$ cat config.mk
export PLATFORM = sky130hd
export DESIGN_NAME = rational_arith_reduce
export DESIGN_NICKNAME = d
export VERILOG_FILES = /design/src/hdl/rar_pkg.sv /design/src/hdl/rational_arith_reduce.sv
export SDC_FILE = /design/constraint.sdc
export NUM_CORES = 2
export LEC_CHECK = 0
export ABC_AREA = 1
export BUFFER_PORTS_ARGS = -buffer_cell sky130_fd_sc_hd__buf_4
export CORE_MARGIN = 2
export CORE_UTILIZATION = 40
export DETAILED_ROUTE_END_ITERATION = 10
export GPL_TIMING_DRIVEN = 0
export SLEW_MARGIN = 20
export SYNTH_ARGS = -nofsm -noshare
export SYNTH_HDL_FRONTEND = slang
export SYNTH_SLANG_ARGS = --single-unit
$ cat constraint.sdc
create_clock -name clk -period 14.7 [get_ports clk]
set_clock_uncertainty 0.2 [all_clocks]
set_input_delay 1.47 -clock clk [delete_from_list [all_inputs] [get_ports clk]]
set_output_delay 1.47 -clock clk [all_outputs]
set_load 0.01 [all_outputs]
$ cat src/hdl/rar_pkg.sv
package rar_pkg;

  // Operation codes carried on s_tuser.
  localparam logic [1:0] OP_ADD = 2'd0;
  localparam logic [1:0] OP_SUB = 2'd1;
  localparam logic [1:0] OP_MUL = 2'd2;
  localparam logic [1:0] OP_DIV = 2'd3;

  // Status codes carried on m_tuser.
  localparam logic STATUS_OK  = 1'b0;
  localparam logic STATUS_NAN = 1'b1;

  // Sequencer states, one-hot.
  typedef enum logic [8:0] {
    ST_IDLE  = 9'b000000001,
    ST_MUL1  = 9'b000000010,
    ST_MUL2  = 9'b000000100,
    ST_MUL3  = 9'b000001000,
    ST_ADD   = 9'b000010000,
    ST_CHECK = 9'b000100000,
    ST_GCD   = 9'b001000000,
    ST_DIVN  = 9'b010000000,
    ST_DIVD  = 9'b100000000
  } state_t;

endpackage

$ cat src/hdl/rational_arith_reduce.sv
// Each input word passes through the sequencer states MUL1, MUL2, MUL3, ADD, CHECK, GCD (the
// Euclid remainder steps), DIVN and DIVD before the output register loads; a zero denominator
// or a zero numerator goes from CHECK straight to a single DIVD step.
// A new word is taken only once the last has been loaded, as s_tready is high only while the
// sequencer is idle; one shared multiplier and one restoring divider (one quotient bit per
// cycle, save while the output stalls) do all the work. Reset is synchronous and active high.
module rational_arith_reduce #(
  parameter int OPERAND_WIDTH = 16
) (
  input  logic clk,
  input  logic rst,
  input  logic s_tvalid,
  output logic s_tready,
  // Fields from bit 0: a_numerator, a_denominator, b_numerator, b_denominator.
  input  logic [((4*OPERAND_WIDTH+7)/8)*8-1:0] s_tdata,
  // Fields from bit 0: operation.
  input  logic [1:0] s_tuser,
  output logic m_tvalid,
  input  logic m_tready,
  // Fields from bit 0: result_numerator, result_denominator, zero fill.
  output logic [((4*OPERAND_WIDTH-2+7)/8)*8-1:0] m_tdata,
  // Fields from bit 0: status.
  output logic [0:0] m_tuser
);

  localparam int W      = OPERAND_WIDTH;
  localparam int NB     = 2 * W;
  localparam int DW     = 2 * W - 2;
  localparam int OUT_TW = ((4 * W - 2 + 7) / 8) * 8;
  localparam int PAD    = OUT_TW - NB - DW;
  localparam int CW     = $clog2(NB);

  localparam logic [NB-1:0] NUM_MAX = {1'b0, {(NB-1){1'b1}}};
  localparam logic [NB-1:0] DEN_MAX = {2'b00, {DW{1'b1}}};

  rar_pkg::state_t state;

  // Latched factor pairs and product signs.
  logic [W-1:0] fa1, fb1, fa2, fb2, fa3, fb3;
  logic         sgn1, sgn2, sgn3;

  // Products and intermediate magnitudes.
  logic [NB-1:0] p1, p2, den_mag, num_mag;
  logic          num_neg, res_neg, res_nan;
  logic [NB-1:0] qn;

  // Shared divider registers.
  logic [NB-1:0] dv_rem, dv_q, dv_d;
  logic [CW-1:0] cnt;

  // Input decoding.
  logic [W-1:0] an_raw, ad_raw, bn_raw, bd_raw;
  logic [W-1:0] an_mag, ad_mag, bn_mag, bd_mag;
  logic         bn_neg;

  assign an_raw = s_tdata[W-1:0];
  assign ad_raw = s_tdata[2*W-1:W];
  assign bn_raw = s_tdata[3*W-1:2*W];
  assign bd_raw = s_tdata[4*W-1:3*W];

  // Magnitudes of the operands; the most negative code decodes to its true size.
  assign an_mag = an_raw[W-1] ? (~an_raw + 1'b1) : an_raw;
  assign ad_mag = ad_raw[W-1] ? (~ad_raw + 1'b1) : ad_raw;
  assign bn_mag = bn_raw[W-1] ? (~bn_raw + 1'b1) : bn_raw;
  assign bd_mag = bd_raw[W-1] ? (~bd_raw + 1'b1) : bd_raw;
  assign bn_neg = bn_raw[W-1] ^ (s_tuser == rar_pkg::OP_SUB);

  assign s_tready = (state == rar_pkg::ST_IDLE);

  // Shared multiplier operand selection.
  logic [W-1:0]  mul_x, mul_y;
  logic [NB-1:0] prod;

  always_comb begin
    unique case (state)
      rar_pkg::ST_MUL2: begin
        mul_x = fa2;
        mul_y = fb2;
      end
      rar_pkg::ST_MUL3: begin
        mul_x = fa3;
        mul_y = fb3;
      end
      default: begin
        mul_x = fa1;
        mul_y = fb1;
      end
    endcase
  end

  assign prod = {{W{1'b0}}, mul_x} * {{W{1'b0}}, mul_y};

  // Signed-magnitude sum of the two cross products.
  logic [NB-1:0] sum_mag;
  logic          sum_neg;

  always_comb begin
    if (sgn1 == sgn2) begin
      sum_mag = p1 + p2;
      sum_neg = sgn1;
    end else if (p1 >= p2) begin
      sum_mag = p1 - p2;
      sum_neg = sgn1;
    end else begin
      sum_mag = p2 - p1;
      sum_neg = sgn2;
    end
  end

  // One restoring divider step: one quotient bit per cycle, save while the last step waits for the output.
  logic [NB:0]   dv_t;
  logic          dv_ge;
  logic [NB-1:0] rem_next, q_next;
  logic          last;

  assign dv_t     = {dv_rem, dv_q[NB-1]};
  assign dv_ge    = (dv_t >= {1'b0, dv_d});
  assign rem_next = dv_ge ? NB'(dv_t - {1'b0, dv_d}) : dv_t[NB-1:0];
  assign q_next   = {dv_q[NB-2:0], dv_ge};
  assign last     = (cnt == CW'(NB - 1));

  // Saturation and sign for the output word.
  logic [NB-1:0] nsat, nout;

  assign nsat = (qn > NUM_MAX) ? NUM_MAX : qn;
  assign nout = res_neg ? (~nsat + 1'b1) : nsat;

  // The output register takes a word on the last denominator step once it is free.
  logic out_load;

  assign out_load = (state == rar_pkg::ST_DIVD) && last && (!m_tvalid || m_tready);

  // Sequencer and datapath registers.
  always_ff @(posedge clk) begin
    if (rst) begin
      state    <= rar_pkg::ST_IDLE;
      m_tvalid <= 1'b0;
    end else begin
      if (out_load) begin
        m_tvalid <= 1'b1;
      end else if (m_tvalid && m_tready) begin
        m_tvalid <= 1'b0;
      end
      unique case (state)
        rar_pkg::ST_IDLE: begin
          if (s_tvalid) begin
            // Pick factor pairs so every operation forms p1 + p2 over p3.
            unique case (s_tuser)
              rar_pkg::OP_MUL: begin
                fa1 <= an_mag; fb1 <= bn_mag; sgn1 <= an_raw[W-1] ^ bn_raw[W-1];
                fa2 <= '0;     fb2 <= '0;     sgn2 <= 1'b0;
                fa3 <= ad_mag; fb3 <= bd_mag; sgn3 <= ad_raw[W-1] ^ bd_raw[W-1];
              end
              rar_pkg::OP_DIV: begin
                fa1 <= an_mag; fb1 <= bd_mag; sgn1 <= an_raw[W-1] ^ bd_raw[W-1];
                fa2 <= '0;     fb2 <= '0;     sgn2 <= 1'b0;
                fa3 <= ad_mag; fb3 <= bn_mag; sgn3 <= ad_raw[W-1] ^ bn_raw[W-1];
              end
              default: begin
                fa1 <= an_mag; fb1 <= bd_mag; sgn1 <= an_raw[W-1] ^ bd_raw[W-1];
                fa2 <= bn_mag; fb2 <= ad_mag; sgn2 <= bn_neg ^ ad_raw[W-1];
                fa3 <= ad_mag; fb3 <= bd_mag; sgn3 <= ad_raw[W-1] ^ bd_raw[W-1];
              end
            endcase
            state <= rar_pkg::ST_MUL1;
          end
        end
        rar_pkg::ST_MUL1: begin
          p1    <= prod;
          state <= rar_pkg::ST_MUL2;
        end
        rar_pkg::ST_MUL2: begin
          p2    <= prod;
          state <= rar_pkg::ST_MUL3;
        end
        rar_pkg::ST_MUL3: begin
          den_mag <= prod;
          state   <= rar_pkg::ST_ADD;
        end
        rar_pkg::ST_ADD: begin
          num_mag <= sum_mag;
          num_neg <= sum_neg;
          state   <= rar_pkg::ST_CHECK;
        end
        rar_pkg::ST_CHECK: begin
          if (den_mag == '0) begin
            // Zero denominator: NaN with both fields zero.
            res_nan <= rar_pkg::STATUS_NAN;
            res_neg <= 1'b0;
            qn      <= '0;
            state   <= rar_pkg::ST_DIVD;
            cnt     <= CW'(NB - 1);
            dv_q    <= '0;
            dv_rem  <= '0;
            dv_d    <= NB'(1);
          end else if (num_mag == '0) begin
            // Zero result reads as 0/1: the single step against a zero divisor gives 1.
            res_nan <= rar_pkg::STATUS_OK;
            res_neg <= 1'b0;
            qn      <= '0;
            state   <= rar_pkg::ST_DIVD;
            cnt     <= CW'(NB - 1);
            dv_q    <= '0;
            dv_rem  <= '0;
            dv_d    <= '0;
          end else begin
            res_nan <= rar_pkg::STATUS_OK;
            res_neg <= num_neg ^ sgn3;
            dv_rem  <= '0;
            dv_q    <= num_mag;
            dv_d    <= den_mag;
            cnt     <= '0;
            state   <= rar_pkg::ST_GCD;
          end
        end
        rar_pkg::ST_GCD: begin
          if (last) begin
            dv_rem <= '0;
            cnt    <= '0;
            if (rem_next == '0) begin
              // The divisor is the GCD; keep it and divide the numerator.
              dv_q  <= num_mag;
              state <= rar_pkg::ST_DIVN;
            end else begin
              dv_q <= dv_d;
              dv_d <= rem_next;
            end
          end else begin
            dv_rem <= rem_next;
            dv_q   <= q_next;
            cnt    <= cnt + 1'b1;
          end
        end
        rar_pkg::ST_DIVN: begin
          if (last) begin
            qn     <= q_next;
            dv_rem <= '0;
            dv_q   <= den_mag;
            cnt    <= '0;
            state  <= rar_pkg::ST_DIVD;
          end else begin
            dv_rem <= rem_next;
            dv_q   <= q_next;
            cnt    <= cnt + 1'b1;
          end
        end
        rar_pkg::ST_DIVD: begin
          if (!last) begin
            dv_rem <= rem_next;
            dv_q   <= q_next;
            cnt    <= cnt + 1'b1;
          end else if (out_load) begin
            // Quotient bit lands in the output word once the output register is free.
            if (res_nan == rar_pkg::STATUS_NAN) begin
              m_tdata <= {{PAD{1'b0}}, {DW{1'b0}}, {NB{1'b0}}};
            end else begin
              m_tdata <= {{PAD{1'b0}}, (q_next > DEN_MAX) ? DEN_MAX[DW-1:0] : q_next[DW-1:0],
                          nout};
            end
            m_tuser <= res_nan;
            state   <= rar_pkg::ST_IDLE;
          end
        end
        default: begin
          state <= rar_pkg::ST_IDLE;
        end
      endcase
    end
  end

endmodule

# After elaboration in Yosys (flattened, before gate mapping)
# Index checks and enable logic that the tools add are counted.
totals:
  ff_bits: 438
  input_bits: 70
  output_inout_bits: 67
  elab_cells: 160
op_classes:
  addsub: 10
  mul: 1
  order_cmp: 4
  eq_ne: 23
  mux: 54
  bitwise_logic: 13
  n_reduce_logical: 28
ops:
  columns: ["cell", "count"]
  rows:
  - ["$mux 32", 20]
  - ["$pmux 32 s2", 2]
  - ["$pmux 32 s4", 1]
  - ["$logic_not 32->1", 3]
  - ["$pmux 32 s3", 1]
  - ["$sub 32x32->32", 3]
  - ["$pmux 9 s9", 1]
  - ["$mux 16", 5]
  - ["$mux 9", 8]
  - ["$add 16x1->16 const B", 4]
  - ["$not 16->16", 4]
  - ["$pmux 16 s2", 2]
  - ["$ge 33x32->1", 1]
  - ["$add 32x1->32 const B", 1]
  - ["$add 32x32->32", 1]
  - ["$ge 32x32->1", 1]
  - ["$gt 32x30->1 const B", 1]
  - ["$gt 32x31->1 const B", 1]
  - ["$mul 16x16->32", 1]
  - ["$not 32->32", 1]
  - ["$mux 30", 1]
  - ["$mux 5", 4]
  - ["$ne 2x2->1 const B", 8]
  - ["$mux 15", 1]
  - ["30 further kinds", 57]

# Depth between registers and ports, before layout
logic_depth:
  ltp_word: 6
  ltp_mapped: 38
  ltp_nobuf: 36

# Worst setup path before layout
# No wires, ideal clock.
synth_path:
  path_type: "reg2reg"
  startpoint: "register state[6]"
  endpoint: "register den_mag[30] (data pin)"
  setup_ns: 0.271
  t_arrival_ns: 6.996
  required_time_ns: 14.229
  setup_slack_ns: 7.233
  path_stages_with_launch: 34
  path_buffers: 2
  synth_period_minus_slack_ns: 7.467
  cell_sequence: "dfxtp_1 nor2_1 inv_1 nor2_1 inv_1 nor3_1 nand3_1 inv_1 nor2_1 clkbuf_1 a21oi_1 clkbuf_1 nor2_1 fa_1 inv_1 fa_1 inv_1 fa_1 fa_1 fa_1 inv_1 fa_1 inv_1 ha_1 nand2_1 nor3_1 nand4_1 nand3_1 nand3_1 nand2_1 a31oi_1 o21ai_0 a31oi_1 xor2_1"
synth_via:
  elab_chain_cells: 3
  word_cells_on_any_way: 5
  classes_between: "mul: 1; eq/ne: 2; mux: 2"
synth_rtl:
  columns: ["item", "line", "source"]
  rows:
  - ["start, declared", "rational_arith_reduce.sv:36", "rar_pkg::state_t state;"]
  - ["start signal, assigned", "rational_arith_reduce.sv:136", "state <= rar_pkg::ST_IDLE;"]
  - ["start signal, assigned", "rational_arith_reduce.sv:165", "state <= rar_pkg::ST_MUL1;"]
  - ["start signal, assigned", "rational_arith_reduce.sv:170", "state <= rar_pkg::ST_MUL2;"]
  - ["$eq 9x4->1 / $eq 9x3->1 (equally long branches)", "rational_arith_reduce.sv:75", "unique case (state)"]
  - ["$pmux 16 s2", "rational_arith_reduce.sv:75", null]
  - ["$mul 16x16->32 (*)", "rational_arith_reduce.sv:91", "assign prod = {{W{1'b0}}, mul_x} * {{W{1'b0}}, mul_y};"]
  - ["named net prod[30]", "rational_arith_reduce.sv:72", "logic [NB-1:0] prod;"]
  - ["end signal, assigned", "rational_arith_reduce.sv:177", "den_mag <= prod;"]
  - ["end, declared", "rational_arith_reduce.sv:43", "logic [NB-1:0] p1, p2, den_mag, num_mag;"]
# The timed path passes the listed nets; every way through them passes the cells marked *.
# A chain may end at the register's enable or synchronous reset.

# Worst setup path after layout
layout_path:
  startpoint: "register state[6]"
  endpoint: "register p2[30] (data pin)"
layout_via:
  elab_chain_cells: 3
  word_cells_on_any_way: 5
  classes_between: "mul: 1; eq/ne: 2; mux: 2"
layout_rtl:
  columns: ["item", "line", "source"]
  rows:
  - ["$eq 9x4->1 / $eq 9x3->1 (equally long branches)", "rational_arith_reduce.sv:75", null]
  - ["$pmux 16 s2", "rational_arith_reduce.sv:75", null]
  - ["$mul 16x16->32 (*)", "rational_arith_reduce.sv:91", null]
  - ["named net prod[30]", "rational_arith_reduce.sv:72", null]
  - ["end signal, assigned", "rational_arith_reduce.sv:173", "p2 <= prod;"]
  - ["end, declared", "rational_arith_reduce.sv:43", null]
# Marks and branches as above.

==> metrics.md <==
| Metric | Value |
|---|---|
| Slew Limit Headroom | approximately 22% |
| Primary FF master, synth | edfxtp_1 |
| Global-route track usage on met3 | just under 4% |
| CP max FO | 10 |
| Worst path depth | 34 |
| CP peak stage delay | between 1 and 1.5 ns |
| Io pins | 137 |
| Min-Delay Endpoint | state[7]$_SDFFE_PP0P_ |
| Post-synthesis mux area share | 0.0808% |
| Distinct cell type count after synthesis | 55 |
| DIE AREA | around 95000 um2 |
| Root buffer cell | clkbuf_16 |
| Final hold violations | 0 |
| Hold Path Depth | 2 |
| Adder-Cell Fraction of Synth Area | a little under a fifth |
| Pins Over Slew Limit | 0 |
| Reg-to-reg endpoint | p2[30]$_DFFE_PP_ |
| Critical Path Sink Type | flip-flop |
| Top Usage Layer GRT | met2 |
| R2R setup slack | 4.36 ns |
| Worst hold path type | flip-flop to flip-flop |
| Congestion Overflow GR | 0 |
| CP dominant cell by count | inv_1 |
| Commonest cells after routing, fill and taps aside | nand2_1 (1053), inv_1 (900), nor2_1 (523), edfxtp_1 (426), a21oi_1 (320) |
| Via density | 5.22 |
| Worst skew pair latency | approximately 0.64 ns |
| Via Count | roughly 32000 |
| HPWL Detailed | between 100000 and 150000 um |
| Wire per inst | about 20 um |
| Vias in the first global route | between 30000 and 40000 |
| Die Span Y | around 310 um |
| # nets final | roughly 5400 |
| # Post-CTS Setup Buffers | 0 |
| Diode count | 0 |
| Ys Warns | 0 |
| Max_cap viols | 0 |
| Final setup TNS | 0 ns |
| Slowest-stage cell, CP | a21oi_1 |
| Hold buffer count at CTS | 0 |
| Most common cell after layout, fill and taps aside | nand2_1 |
| Simple-gate share of the synthesized area | 20.7% |
| Worst-Margin Slew | 1.16 ns |
| Crit share post-route | between 70% and 80% |
| # DRC | 0 |
| #FFs+latches synth | ~440 |
| Bufs and invs on worst path | 9 |
| Worst EP required | between 10 and 15 ns |
| Worst path top cell family by delay | adder cells |
| Final ANT Viol Nets | 0 |
| Largest register FFs | 62 |
| Met2 usage | between 40% and 50% |
| CORE AREA | 91800 um2 |
| Period minus WS final | around 10 ns |
| P&R area growth vs syn | 12.6% |
| 1st-iter DRT viols | between 3000 and 4000 |
| CTS max path bufs | 3 |
| Post-Synth XOR/XNOR Area | 3.63% |
| H-tree depth | 2 |
| Largest Register | m_tdata |
| Asr flop ratio synth | 0% |
| Mapped Avg Cell Area | 7.84 um2 |
| TritonCTS clock tree | yes |
| GP Congestion | between 1 and 1.5 |
| WP data arrival | 10.42 ns |
| CTS Sinks | roughly 440 |
| Total track usage | approximately 26% |
| Kind of critical path | flip-flop to flip-flop |
| Standard-cell rows | ~110 |
| RSZ-0062 raised after global routing | false |
| Cts repair resizes | 0 |
| HP Start | state[7]$_SDFFE_PP0P_ |
| Largest net degree at the start of global routing | 33 |
| Filler Cell Count | a little over 9000 |
| Drt total wl | between 100000 and 150000 um |
| Critical Path Start Type | flip-flop |
| Synth Instances | ~4700 |
| Synth Area in Compound Gates | a little over a tenth |
| Run status | finished, final reports clean |
| First-pass GRT wire length | roughly 190000 um |
| Clk pin slew, worst setup/hold paths | approximately 0.060 ns |
| Met1 usage | approximately 34% |
| Final setup fails | 0 |
| Post-synthesis instance area | between 30000 and 40000 um2 |
| Chip Width | slightly above 300 um |
| CTS buffer count | between 40 and 50 |
| PortBufs | roughly 130 |
| Fmax achieved | between 0.09 and 0.1 GHz |
| Post-synth EDFFs | 426 |
| Reg2reg path depth | 34 |
| RR Startpoint | state[6]$_SDFFE_PP0P_ |
| Pre-antenna DRT Iters | 6 |
| Share of layout cells above drive strength 1 | about 6.2% |
| Largest family of logic cells by synthesized area | simple AND/OR/NAND/NOR gates |
| Initial antenna violation count | 1 |
| Sequential area share after synthesis | 35.0% |
| Starting Density | slightly above 40% |
## routing by layer
layer | vias to the layer above | part of all wire [%]
li1 | 15492 | -
met1 | 15368 | 42
met2 | 1347 | 46
met3 | 277 | 7.4
met4 | 2 | 4.9
met5 | - | 0.0089
## layout make-up
cell class | count | area (um2) | area share [%]
multi-input combinational | 3231 | 20100 | 48.2
sequential | 436 | 13000 | 31.1
clock inverter | 32 | 473 | 1.13
buffer | 152 | 658 | 1.57
clock buffer | 58 | 1270 | 3.03
tap | 1243 | 1560 | 3.72
timing repair buffer | 151 | 1290 | 3.10
inverter | 917 | 3440 | 8.23
## stage by stage
| stage | cells | hold slack (ns) | util, % | instance area, um2 | worst slack, ns |
|---|---|---|---|---|---|
| 3_5_place_dp | 6130 | 0.362 | 43.7 | 40100 | 4.45 |
| 3_3_place_gp | 6110 | 0.333 | 43.2 | 39700 | 4.19 |
| 6_report | 6220 | 0.369 | 45.6 | 41800 | 4.36 |
| 4_1_cts | 6220 | 0.373 | 45.6 | 41800 | 4.38 |
| 2_1_floorplan | 4736 | 0.248 | - | 37100 | 7.23 |
| 5_1_grt | 6220 | 0.405 | 45.6 | 41800 | 3.84 |
## worst max-delay path by stage
stage / endpoint / start / slack [ns]
3_3_place_gp: p1[30]$_DFFE_PP_ / state[6]$_SDFFE_PP0P_ / 4.19
2_1_floorplan: den_mag[30]$_DFFE_PP_ / state[6]$_SDFFE_PP0P_ / 7.23
5_1_grt: den_mag[30]$_DFFE_PP_ / state[6]$_SDFFE_PP0P_ / 3.84
3_5_place_dp: p2[30]$_DFFE_PP_ / state[6]$_SDFFE_PP0P_ / 4.45
6_report: p2[30]$_DFFE_PP_ / state[6]$_SDFFE_PP0P_ / 4.36
4_1_cts: p2[30]$_DFFE_PP_ / state[6]$_SDFFE_PP0P_ / 4.38
## worst min-delay path, stage by stage, from the launching register on
cell     delay [ns]
dfxtp_1        0.34
o21ai_1        0.14
nor2_1         0.04
## cell usage after synthesis, types with 2 or more instances
cell type  count  share of area, %
xnor2_1       40              0.94
nand4_1       17              0.29
o211ai_1       9              0.18
o31ai_1        5              0.10
o22ai_1       47              0.79
ha_1         237               8.0
and2_1         6              0.10
clkinv_1      13              0.13
nor2_1       528               5.3
nand2_1     1053                11
fa_1         198                11
dfxtp_1       10              0.54
nor4_1        29              0.49
nor3_1        70              0.94
a211oi_1       5              0.10
a22oi_1        2             0.040
a21oi_2        5              0.12
buf_1          3             0.030
a31oi_1       17              0.29
xor2_1       114               2.7
buf_2         22              0.30
o21bai_1      11              0.22
nor2_4         2             0.061
or2_2         13              0.22
nor3b_1        6              0.12
edfxtp_1     426                34
nand3_1      141               1.9
clkbuf_1     117               1.2
o21ai_1       34              0.46
buf_6          6              0.18
a221oi_1       4             0.094
a21o_1        17              0.34
buf_4          4             0.081
inv_2          2             0.020
nand3b_1      22              0.44
o21a_1        11              0.22
o221ai_1       5              0.12
nor2_2         2             0.034
o21ai_0      230               3.1
mux2i_1        3             0.081
nand2_2        3             0.051
a21oi_1      325               4.4
inv_1        902               9.1
a21boi_0       3             0.061
o2111ai_1      6              0.14
## cells by family after synthesis
logic type      count (synthesis)
compound gates                741
xor+xnor                      154
fa+ha+maj                     435
buf+inv                      1069
flops                         436
mux                             3
other cells                     1
simple gates                 1896
Power is left out: the tool's default activity adds up to more than one toggle a clock period on the data nets, which glitch-free logic cannot reach.
